## src/rtl/cdtb_pkg.sv

```systemverilog
// ----------------------------------------------------------------------------
// cdtb_pkg
// Shared constants and types of the channel/dim corner-turn buffer.
// ----------------------------------------------------------------------------
package cdtb_pkg;

   // configuration register file
   localparam int CSR_INDEX_W = 2;
   localparam int CSR_DATA_W  = 7;
   localparam int SIZE_W      = 7;

   localparam logic [CSR_INDEX_W-1:0] CSR_CHANNEL_COUNT = 2'd0;
   localparam logic [CSR_INDEX_W-1:0] CSR_SPATIAL_SIZE  = 2'd1;
   localparam logic [CSR_INDEX_W-1:0] CSR_DIRECTION     = 2'd2;

   // item kinds
   localparam logic MODE_DATA  = 1'b0;
   localparam logic MODE_DRAIN = 1'b1;

   // transpose direction
   localparam logic DIR_FORWARD  = 1'b0;
   localparam logic DIR_BACKWARD = 1'b1;

   // memory operations issued for one accepted item
   typedef struct packed {
      logic wr_en;
      logic wr_bank;
      logic rd_en;
      logic rd_bank;
      logic rd_last;
   } mem_op_type;

endpackage

```

## src/rtl/cdtb_ctrl.sv

```systemverilog
// ----------------------------------------------------------------------------
// cdtb_ctrl
// Fill and readout sequencer: write index, transposed read walk, bank swap.
// ----------------------------------------------------------------------------
module cdtb_ctrl #(
   parameter int MAX_CHANNELS = 64,
   parameter int MAX_SPATIAL  = 64
) (
   input  logic                                  clock,
   input  logic                                  reset,
   input  logic                                  restart,
   input  logic                                  accept,
   input  logic                                  mode,
   input  logic [cdtb_pkg::SIZE_W-1:0]           channel_count,
   input  logic [cdtb_pkg::SIZE_W-1:0]           spatial_size,
   input  logic                                  direction,
   output cdtb_pkg::mem_op_type                  op,
   output logic [((MAX_CHANNELS * MAX_SPATIAL > 1) ?
                  $clog2(MAX_CHANNELS * MAX_SPATIAL) : 1)-1:0] wr_addr,
   output logic [((MAX_CHANNELS * MAX_SPATIAL > 1) ?
                  $clog2(MAX_CHANNELS * MAX_SPATIAL) : 1)-1:0] rd_addr
);

   localparam int BANK_DEPTH = MAX_CHANNELS * MAX_SPATIAL;
   localparam int MAX_DIM    = (MAX_CHANNELS > MAX_SPATIAL) ? MAX_CHANNELS : MAX_SPATIAL;
   localparam int ADDR_W     = (BANK_DEPTH > 1) ? $clog2(BANK_DEPTH) : 1;
   localparam int TOT_W      = $clog2(BANK_DEPTH + 1);
   localparam int DIM_W      = $clog2(MAX_DIM + 1);
   localparam int IDX_W      = (MAX_DIM > 1) ? $clog2(MAX_DIM) : 1;

   logic [DIM_W-1:0]  ch_size;
   logic [DIM_W-1:0]  sp_size;
   logic [DIM_W-1:0]  rows;
   logic [DIM_W-1:0]  cols;
   logic [TOT_W-1:0]  total;

   logic [ADDR_W-1:0] wr_idx_ff, wr_idx_in;
   logic [IDX_W-1:0]  rd_inner_ff, rd_inner_in;
   logic [IDX_W-1:0]  rd_outer_ff, rd_outer_in;
   logic [ADDR_W-1:0] rd_addr_ff, rd_addr_in;
   logic              fill_bank_ff, fill_bank_in;
   logic              pending_ff, pending_in;

   logic              inner_wrap;
   logic              outer_wrap;
   logic              frame_done;
   logic [DIM_W-1:0]  outer_next;

   // size 0 acts as 1, oversize saturates
   always_comb begin
      if (channel_count == '0) begin
         ch_size = DIM_W'(1);
      end else if (32'(channel_count) > MAX_CHANNELS) begin
         ch_size = DIM_W'(MAX_CHANNELS);
      end else begin
         ch_size = DIM_W'(channel_count);
      end
      if (spatial_size == '0) begin
         sp_size = DIM_W'(1);
      end else if (32'(spatial_size) > MAX_SPATIAL) begin
         sp_size = DIM_W'(MAX_SPATIAL);
      end else begin
         sp_size = DIM_W'(spatial_size);
      end
   end

   assign rows  = (direction == cdtb_pkg::DIR_BACKWARD) ? sp_size : ch_size;
   assign cols  = (direction == cdtb_pkg::DIR_BACKWARD) ? ch_size : sp_size;
   assign total = TOT_W'(TOT_W'(rows) * TOT_W'(cols));

   assign outer_next = DIM_W'(rd_outer_ff) + DIM_W'(1);
   assign inner_wrap = (DIM_W'(rd_inner_ff) + DIM_W'(1)) >= rows;
   assign outer_wrap = outer_next >= cols;
   assign frame_done = (TOT_W'(wr_idx_ff) + TOT_W'(1)) >= total;

   always_comb begin
      op.rd_en   = accept && pending_ff;
      op.rd_bank = ~fill_bank_ff;
      op.rd_last = outer_wrap && inner_wrap;
      op.wr_en   = accept && (mode == cdtb_pkg::MODE_DATA);
      op.wr_bank = fill_bank_ff;
   end

   assign wr_addr = wr_idx_ff;
   assign rd_addr = rd_addr_ff;

   always_comb begin
      wr_idx_in    = wr_idx_ff;
      rd_inner_in  = rd_inner_ff;
      rd_outer_in  = rd_outer_ff;
      rd_addr_in   = rd_addr_ff;
      fill_bank_in = fill_bank_ff;
      pending_in   = pending_ff;
      if (restart) begin
         wr_idx_in    = '0;
         rd_inner_in  = '0;
         rd_outer_in  = '0;
         rd_addr_in   = '0;
         fill_bank_in = 1'b0;
         pending_in   = 1'b0;
      end else begin
         // read walk runs down a column, then steps to the next column
         if (op.rd_en) begin
            if (op.rd_last) begin
               pending_in  = 1'b0;
               rd_inner_in = '0;
               rd_outer_in = '0;
               rd_addr_in  = '0;
            end else if (inner_wrap) begin
               rd_inner_in = '0;
               rd_outer_in = IDX_W'(outer_next);
               rd_addr_in  = ADDR_W'(outer_next);
            end else begin
               rd_inner_in = rd_inner_ff + IDX_W'(1);
               rd_addr_in  = rd_addr_ff + ADDR_W'(cols);
            end
         end
         // a completed frame takes over the readout from the start
         if (op.wr_en) begin
            if (frame_done) begin
               wr_idx_in    = '0;
               fill_bank_in = ~fill_bank_ff;
               pending_in   = 1'b1;
               rd_inner_in  = '0;
               rd_outer_in  = '0;
               rd_addr_in   = '0;
            end else begin
               wr_idx_in = wr_idx_ff + ADDR_W'(1);
            end
         end
      end
   end

   always_ff @(posedge clock) begin
      if (reset) begin
         wr_idx_ff    <= '0;
         rd_inner_ff  <= '0;
         rd_outer_ff  <= '0;
         rd_addr_ff   <= '0;
         fill_bank_ff <= 1'b0;
         pending_ff   <= 1'b0;
      end else begin
         wr_idx_ff    <= wr_idx_in;
         rd_inner_ff  <= rd_inner_in;
         rd_outer_ff  <= rd_outer_in;
         rd_addr_ff   <= rd_addr_in;
         fill_bank_ff <= fill_bank_in;
         pending_ff   <= pending_in;
      end
   end

`ifndef SYNTH
   // readout and fill never share a bank
   assert property (@(posedge clock) disable iff (reset)
      op.rd_en && op.wr_en |-> op.rd_bank != op.wr_bank)
      else $error("read and write hit the same bank");

   // write index stays inside the current frame
   assert property (@(posedge clock) disable iff (reset)
      !restart |-> TOT_W'(wr_idx_ff) < total)
      else $error("write index beyond frame size");
`endif

endmodule
```

## config.mk

```make
export PLATFORM = sky130hd
export DESIGN_NAME = cdtb_ctrl
export DESIGN_NICKNAME = d
export VERILOG_FILES = /design/src/rtl/cdtb_pkg.sv /design/src/rtl/cdtb_ctrl.sv
export SDC_FILE = /design/constraint.sdc
export NUM_CORES = 1
export LEC_CHECK = 0
export ABC_AREA = 1
export ABC_CLOCK_PERIOD_IN_PS = 7900
export BUFFER_PORTS_ARGS = -buffer_cell sky130_fd_sc_hd__buf_2
export CAP_MARGIN = 20
export CORE_UTILIZATION = 62
export CTS_BUF_LIST = sky130_fd_sc_hd__clkbuf_2 sky130_fd_sc_hd__clkbuf_4 sky130_fd_sc_hd__clkbuf_8
export DETAILED_ROUTE_END_ITERATION = 12
export GPL_TIMING_DRIVEN = 0
export PLACE_DENSITY = 0.83
export SETUP_SLACK_MARGIN = 0.02
export SLEW_MARGIN = 5
export SYNTH_ARGS = -nofsm -noshare
export SYNTH_HDL_FRONTEND = slang
export SYNTH_SLANG_ARGS = --single-unit
```

## constraint.sdc

```tcl
create_clock -name clock -period 7.9 [get_ports clock]
set_input_delay 1.185 -clock clock [delete_from_list [all_inputs] [get_ports clock]]
set_output_delay 1.185 -clock clock [all_outputs]
set_load 0.02 [all_outputs]
```

==> results of run 1 <==
-- state kept, by name, summed over array words and instances (netlist names) --
signal and cells:
rd_inner_ff 6, wr_addr 12, rd_addr 12, pending_ff 1, fill_bank_ff 1, rd_outer_ff 6
-- power breakdown --
group | internal (W) | leakage (nW) | switching, W | total [W]
registers | 0.000192 | 0.306 | 0.00000122 | 0.000194
logic | 0.0000921 | 2.51 | 0.000163 | 0.000255
clock network | 0.0000977 | 0.0548 | 0.0000727 | 0.000170
total | 0.000382 | 2.87 | 0.000237 | 0.000619
-- per-layer routing --
metal | wire length (microns) | track usage [%]
met1 | 5121 | 37.59
met2 | 5479 | 50.69
met3 | 605 | 4.125
met4 | 420 | 11.29
met5 | 0 | 0
-- metrics by stage --
step / area, sq um / util [%]
finish: 5339 / 72.07
global route: 5339 / 72.07
CTS: 5339 / 72.07
detailed placement: 5225 / 70.53
global placement: 5225 / 70.53
floorplan: 4866 / -
-- path summary, 6_finish.rpt --
| kind | from | to |
|---|---|---|
| max | channel_count[6] | rd_addr[9] |
| max reg2reg | wr_addr[0] | rd_addr[9] |
| min | fill_bank_ff | fill_bank_ff |
| min reg2reg | fill_bank_ff | fill_bank_ff |
-- final cells by class --
class | count | share of cell area [%]
sequential | 38 | 14.25
timing repair buffer | 47 | 4.406
clock inverter | 2 | 0.7031
tap | 99 | 2.320
buffer | 11 | 1.266
multi-input combinational | 550 | 66.91
clock buffer | 6 | 1.430
inverter | 124 | 8.718
-- logic make-up (layout without fill, tap and decap cells) --
| group | after synthesis | count (layout) | synth area share (%) |
|---|---|---|---|
| simple gates | 350 | 350 | 31.01 |
| compound gates | 74 | 74 | 9.000 |
| fa+ha+maj | 91 | 91 | 27.10 |
| xor+xnor | 35 | 35 | 6.300 |
| buf+inv | 135 | 190 | 10.95 |
| flops | 38 | 38 | 15.63 |
-- synthesized netlist by cell type (all sizes together), types with 2 or more instances --
master    n
ha       67
a21oi    43
nand2   181
inv     124
buf       6
o21ai    20
dfxtp    38
xor2     26
xnor2     9
nor3     11
nand3    35
fa       24
o22ai     5
nand3b    5
clkbuf    5
nand4    15
nor2     99
a21o      2
-- worst max-delay path: cells and delay by family --
family	cells	cell delay, ps
and+or+nand+nor	10	1220
adders and majority gates	6	2710
xor gates and xnor gates	1	210
AOI/OAI and AO/OA	5	1130
buffers and inverters	7	660
==> run summary, run 1 <==
Row cnt: 31
H-tree Lvls: 2
Hold Path Cell Cnt: 2
Die height: 90.59 microns
I/O pins: 49
Gpl congestion: 0.9649
Async S/R FF share, synth: 0%
Fmax: 145.3 MHz
R2R depth: 13
Detail Placement HPWL: 9.661 mm
Core Box Area: 0.007408 sq mm
Tightest Pin Transition: 599.9 ps
Synth area leaders: ha_1 17%, dfxtp_1 16%, nand2_1 13%
Sequential fraction of the synthesis area: 15.63%
Worst R2R Setup Slack: 5000 ps
Critical Path Fanout Max: 8
HP Class: register to register
Antenna violations before repair: 0
Hold buffers post-CTS: 0
Clock Sinks: 38
Die Wd: 90.59 microns
Crit path required time: 8140 ps
GRT Total Usage: 29.63%
Minimum clock period: 6883 ps
Slew Viols, Final: 0
Final Non-Filler Cells: 877
DRC violations left: 0
Antenna diode count: 0
Slew margin rel.: 60.01%
Cell taking the most area after synthesis: ha_1
Fillers: 653
CP Launch Type: primary input
Area delta synth->final: 9.720%
Antenna-violating nets left: 0
Clock Skew: 9.666 ps
TritonCTS buffer count: 5
Die Area: 0.008207 sq mm
FF/Latch Area: 760.7 sq um
Grt ovf: 0
Outcome: completed
Delay of the slowest critical-path stage: 560 ps
Initial Utilization: 65.68%
Final hold violation count: 0
Drt pass-1 iters: 6
Dpl ws: 764.0 ps
Fraction of layout cells with a size suffix above 1: 12.47%
Max Root-Sink Buffers: 2
Minimum hold slack: 491.7 ps
Setup TNS Final: 0 ps
Ys Warns: 0
Reg clk slew, reported paths: 80 ps
Total power: 0.0006186 W
Largest net degree at the start of global routing: 13
Worst setup margin: 1017 ps
CP Capture Type: register
Avg Cell Area, Syn: 6.730 sq um
Unique masters post-synth: 41
Tcrit/Tclk final: 87.13%
CP dominant cell by count: inv_1
Worst EP arrival: 7120 ps
Synth Register Bits: 38
Max_cap viols: 0
Synth Net Count: 834
RSZ-0062 raised after global routing: false
Clock latency on the worst-skew pair: 300 ps
Drt via density: 5.437
Share of Yosys cell area claimed by the top area cell type: 17.23%
Input/output buffers: 47
Number of synthesized flops with an enable pin: 0
Commonest non-fill, non-tap cell in the layout: nand2_1
Clock Tree Root: clkbuf_8
DR vias: 4768
Commonest cells after routing, fill and taps aside: 175 x nand2_1, 115 x inv_1, 96 x nor2_1, 67 x ha_1, 49 x buf_2
TritonCTS clock tree: built
WL final: 11.63 mm
Setup Viol. Count Final: 0
WL per Instance: 13.26 microns
Critical path class: primary input to register
Layout Nets: 888
Syn Inst Count: 723
Pwr dens: 115.9 mW/mm^2
Multi-input gate area: 0.003572 sq mm
Starting DRT DRC Count: 302
Peak supply drop: 92.56 uV
Setup Buffers After CTS: 0
Slowest CP cell: fa_1
Cells after DPL: 869
Pleak: 2.866 nW
Mapped Area: 0.004866 sq mm
Post-cts sizing count: 0
Ys flop type: dfxtp_1
Vias in the first global route: 4611
Global-route wire length before repair: 20.16 mm
Power figures use the tool's default switching activity.
==> inputs of run 2 (changes only) <==
--- a/config.mk
+++ b/config.mk
@@ -9,11 +9,10 @@
 export ABC_CLOCK_PERIOD_IN_PS = 7900
 export BUFFER_PORTS_ARGS = -buffer_cell sky130_fd_sc_hd__buf_2
 export CAP_MARGIN = 20
-export CORE_UTILIZATION = 62
+export CORE_UTILIZATION = 35
 export CTS_BUF_LIST = sky130_fd_sc_hd__clkbuf_2 sky130_fd_sc_hd__clkbuf_4 sky130_fd_sc_hd__clkbuf_8
 export DETAILED_ROUTE_END_ITERATION = 12
 export GPL_TIMING_DRIVEN = 0
-export PLACE_DENSITY = 0.83
 export SETUP_SLACK_MARGIN = 0.02
 export SLEW_MARGIN = 5
 export SYNTH_ARGS = -nofsm -noshare
==> run summary, run 2 (synthesized netlist as in run 1, its figures left out) <==
Outcome: completed
TritonCTS buffer count: 5
Worst setup path end: rd_inner_ff[0]
Worst R2R Setup Slack: 4990 ps
Critical Path Fanout Max: 8
Pleak: 2.871 nW
Antenna violations before repair: 0
Die Wd: 119.9 microns
Setup Buffers After CTS: 0
DR vias: 4514
Fraction of layout cells with a size suffix above 1: 12.47%
DRC violations left: 0
Antenna diode count: 0
Grt ovf: 0
HP Class: register to register
Area delta synth->final: 11.70%
GRT Total Usage: 17.36%
Input/output buffers: 47
WL final: 11.66 mm
Final Util: 40.56%
Global-route wire length before repair: 20.23 mm
Hold buffers post-CTS: 0
Worst r2r src: wr_addr[0]
Post-cts sizing count: 0
Crit path required time: 8130 ps
Minimum hold slack: 477.5 ps
Max_cap viols: 0
Core Box Area: 0.01340 sq mm
Setup Viol. Count Final: 0
Reg clk slew, reported paths: 80 ps
CP Capture Type: register
Initial Utilization: 36.31%
Setup TNS Final: 0 ps
Slew Viols, Final: 0
Die Area: 0.01438 sq mm
Starting DRT DRC Count: 217
WL per Instance: 12.23 microns
Final hold violation count: 0
CP Launch Type: primary input
Largest net degree at the start of global routing: 12
Vias in the first global route: 4413
TritonCTS clock tree: built
Worst EP arrival: 7160 ps
RSZ-0062 raised after global routing: false
Commonest cells after routing, fill and taps aside: 175 x nand2_1, 115 x inv_1, 96 x nor2_1, 67 x ha_1, 49 x buf_2
Fmax: 144.3 MHz
Worst setup startpoint: channel_count[6]
Row cnt: 42
Tcrit/Tclk final: 87.71%
Clock latency on the worst-skew pair: 300 ps
Peak supply drop: 67.21 uV
Layout Nets: 888
Drt via density: 4.732
Clock Sinks: 38
Gpl congestion: 0.8434
Delay of the slowest critical-path stage: 560 ps
Clock Skew: 8.684 ps
Commonest non-fill, non-tap cell in the layout: nand2_1
Clock Tree Root: clkbuf_8
Die height: 119.9 microns
H-tree Lvls: 2
Antenna-violating nets left: 0
Pwr dens: 113.6 mW/mm^2
Max Root-Sink Buffers: 2
Dpl ws: 606.6 ps
Detail Placement HPWL: 9.827 mm
Slew margin rel.: 61.65%
Tightest Pin Transition: 575.2 ps
Slowest CP cell: fa_1
Drt pass-1 iters: 4
Critical path class: primary input to register
RR Endpoint: rd_inner_ff[0]
I/O pins: 49
Hold Path Cell Cnt: 2
Worst setup margin: 970.6 ps
R2R depth: 15
Minimum clock period: 6929 ps
CP dominant cell by count: inv_1
-- run 2: final cells by class --
| class | instances | area, sq um |
|---|---|---|
| plain buffers | 11 | 67.56 |
| well taps | 176 | 220.2 |
| multi-input cells | 550 | 3572 |
| inverters | 124 | 465.4 |
| flip-flops and latches | 38 | 760.7 |
| repair buffers | 47 | 235.2 |
| clock inverters | 1 | 30.03 |
| clock buffers | 7 | 83.83 |
| fillers | 1434 | 7965 |
-- run 2: critical path, delay by kind of cell --
family,cells,cell delay (ps)
fa+ha+maj,6,2690
simple gates,10,1220
compound gates,5,1180
buf+inv,7,650
xor+xnor,1,220
-- run 2: power breakdown --
| group | leakage, nW | internal (W) | switching (W) |
|---|---|---|---|
| Combinational | 2.51 | 0.0000910 | 0.000159 |
| Sequential | 0.306 | 0.000192 | 0.00000123 |
| Clock | 0.0593 | 0.000101 | 0.0000729 |
-- run 2: routing by layer --
metal	global-route usage (%)	wire, microns	vias to the layer above
met5	0	0	-
met4	2.969	114	0
met2	29.42	5311	79
met1	23.47	5759	2023
li1	-	-	2404
met3	2.567	478	8
-- run 2: how the worst min path moves through the flow --
stage,startpoint,endpoint
finish,fill_bank_ff,fill_bank_ff
global route,fill_bank_ff,fill_bank_ff
CTS,fill_bank_ff,fill_bank_ff
detailed placement,fill_bank_ff,fill_bank_ff
global placement,fill_bank_ff,fill_bank_ff
floorplan,fill_bank_ff,fill_bank_ff
-- run 2: stage by stage --
| step | power (W) | std cells | cell area, sq um |
|---|---|---|---|
| global route | 0.0006706 | 954 | 5435 |
| floorplan | 0.0003879 | 723 | 4866 |
| global placement | 0.0004476 | 946 | 5321 |
| detailed placement | 0.0004488 | 946 | 5321 |
| finish | 0.0006175 | 954 | 5435 |
| CTS | 0.0006278 | 954 | 5435 |
==> inputs of run 3 (changes only) <==
--- a/config.mk
+++ b/config.mk
@@ -13,6 +13,7 @@
 export CTS_BUF_LIST = sky130_fd_sc_hd__clkbuf_2 sky130_fd_sc_hd__clkbuf_4 sky130_fd_sc_hd__clkbuf_8
 export DETAILED_ROUTE_END_ITERATION = 12
 export GPL_TIMING_DRIVEN = 0
+export MAX_ROUTING_LAYER = met4
 export SETUP_SLACK_MARGIN = 0.02
 export SLEW_MARGIN = 5
 export SYNTH_ARGS = -nofsm -noshare
==> run summary, run 3 (synthesized netlist as in run 1, its figures left out) <==
Switching pwr: 0.0002325 W
Tcrit/Tclk final: 87.76%
Pwr dens: 113.6 mW/mm^2
Setup Buffers After CTS: 0
Sequential group share of total power: 31.3%
Max Root-Sink Buffers: 2
Area delta synth->final: 11.70%
Commonest cells after routing, fill and taps aside: 175 x nand2_1, 115 x inv_1, 96 x nor2_1, 67 x ha_1, 49 x buf_2
Gpl congestion: 0.8565
Clock latency on the worst-skew pair: 300 ps
Post-cts sizing count: 0
Setup Viol. Count Final: 0
Fin area: 0.005435 sq mm
Fillers: 1434
Input/output buffers: 47
Antenna violations before repair: 0
Cells after DPL: 946
Detail Placement HPWL: 9.827 mm
I/O pins: 49
Combinational power share: 40.4%
Grt ovf: 0
Die Wd: 119.9 microns
Core Box Area: 0.01340 sq mm
GRT Total Usage: 17.83%
Fraction of layout cells with a size suffix above 1: 12.47%
Die height: 119.9 microns
Hold buffers post-CTS: 0
Tightest Pin Transition: 593.0 ps
HP Class: register to register
Drt via density: 4.758
WL per Instance: 12.21 microns
CP Launch Type: primary input
Clock Tree Root: clkbuf_8
CP dominant cell by count: inv_1
Outcome: completed
TritonCTS buffer count: 5
RSZ-0062 raised after global routing: false
Critical Path Fanout Max: 8
Int Power: 0.0003848 W
WL final: 11.64 mm
Antenna-violating nets left: 0
Largest net degree at the start of global routing: 12
Global-route wire length before repair: 20.20 mm
Slew Viols, Final: 0
Delay of the slowest critical-path stage: 560 ps
Multi-input gate area: 0.003572 sq mm
Vias in the first global route: 4415
Worst EP arrival: 7160 ps
Final hold violation count: 0
TritonCTS clock tree: built
Final Util: 40.56%
Clock Skew: 8.289 ps
FF/Latch Area: 760.7 sq um
DR vias: 4539
Drt pass-1 iters: 5
Fmax: 144.2 MHz
Max_cap viols: 0
Peak supply drop: 67.10 uV
Die Area: 0.01438 sq mm
Reg clk slew, reported paths: 80 ps
Minimum clock period: 6933 ps
Crit path required time: 8130 ps
Row cnt: 42
Slowest CP cell: fa_1
Starting DRT DRC Count: 196
Total power: 0.0006173 W
Critical path class: primary input to register
Commonest non-fill, non-tap cell in the layout: nand2_1
H-tree Lvls: 2
Antenna diode count: 0
DRC violations left: 0
Final Non-Filler Cells: 954
Clock network power share: 28.2%
Pleak: 2.871 nW
CP Capture Type: register
Initial Utilization: 36.31%
Layout Nets: 888
Switching Fraction: 37.66%
Clock Sinks: 38
Setup TNS Final: 0 ps
Dpl cell area: 0.005321 sq mm
Slew margin rel.: 60.47%
-- run 3: routing by layer --
metal  part of all wire, %  GRT usage, %  up-vias  wire length [microns]
li1                      -             -     2405                      -
met5                     0             -        -                      0
met4                  0.94         2.969        0                    110
met3                   3.8         2.376        9                    441
met2                    46         29.45       79                   5311
met1                    50         23.47     2046                   5781
-- run 3: final timing paths --
kind	cells after the start	slack, ps	end	start
hold / removal	2	480	fill_bank_ff	fill_bank_ff
setup / recovery	29	970	rd_inner_ff[0]	channel_count[6]
setup reg to reg	15	4990	rd_inner_ff[0]	wr_addr[0]
hold reg to reg	2	480	fill_bank_ff	fill_bank_ff
-- run 3: stage by stage --
step / worst slack [ps] / hold slack, ps
floorplan: 1612 / 452.7
global placement: 705.3 / 469.1
detailed placement: 606.6 / 474.8
CTS: 894.0 / 485.9
global route: 545.0 / 501.6
finish: 967.1 / 477.7
-- run 3: power groups by stage --
stage | combinational, W | clock, W | sequential (W)
after floorplan | 0.000189 | 0 | 0.000199
after global routing | 0.000289 | 0.000187 | 0.000194
after CTS | 0.000254 | 0.000180 | 0.000194
after global placement | 0.000250 | 0 | 0.000198
after detailed placement | 0.000251 | 0 | 0.000198
final | 0.000249 | 0.000174 | 0.000194
-- run 3: layout make-up --
class	count	share of cell area (%)
Clock buffer	7	1.542
Inverter	124	8.564
Timing Repair Buffer	47	4.328
Multi-Input combinational cell	550	65.72
Tap cell	176	4.052
Clock inverter	1	0.5525
Buffer	11	1.243
Sequential cell	38	14.00
-- run 3: worst max-delay path, delay by kind of cell --
| kind | cells | cell delay [ps] |
|---|---|---|
| adder cells (fa/ha/maj) | 6 | 2690 |
| AO/OA/AOI/OAI | 5 | 1170 |
| buffers and inverters | 7 | 660 |
| AND/OR/NAND/NOR | 10 | 1230 |
| XOR/XNOR | 1 | 220 |
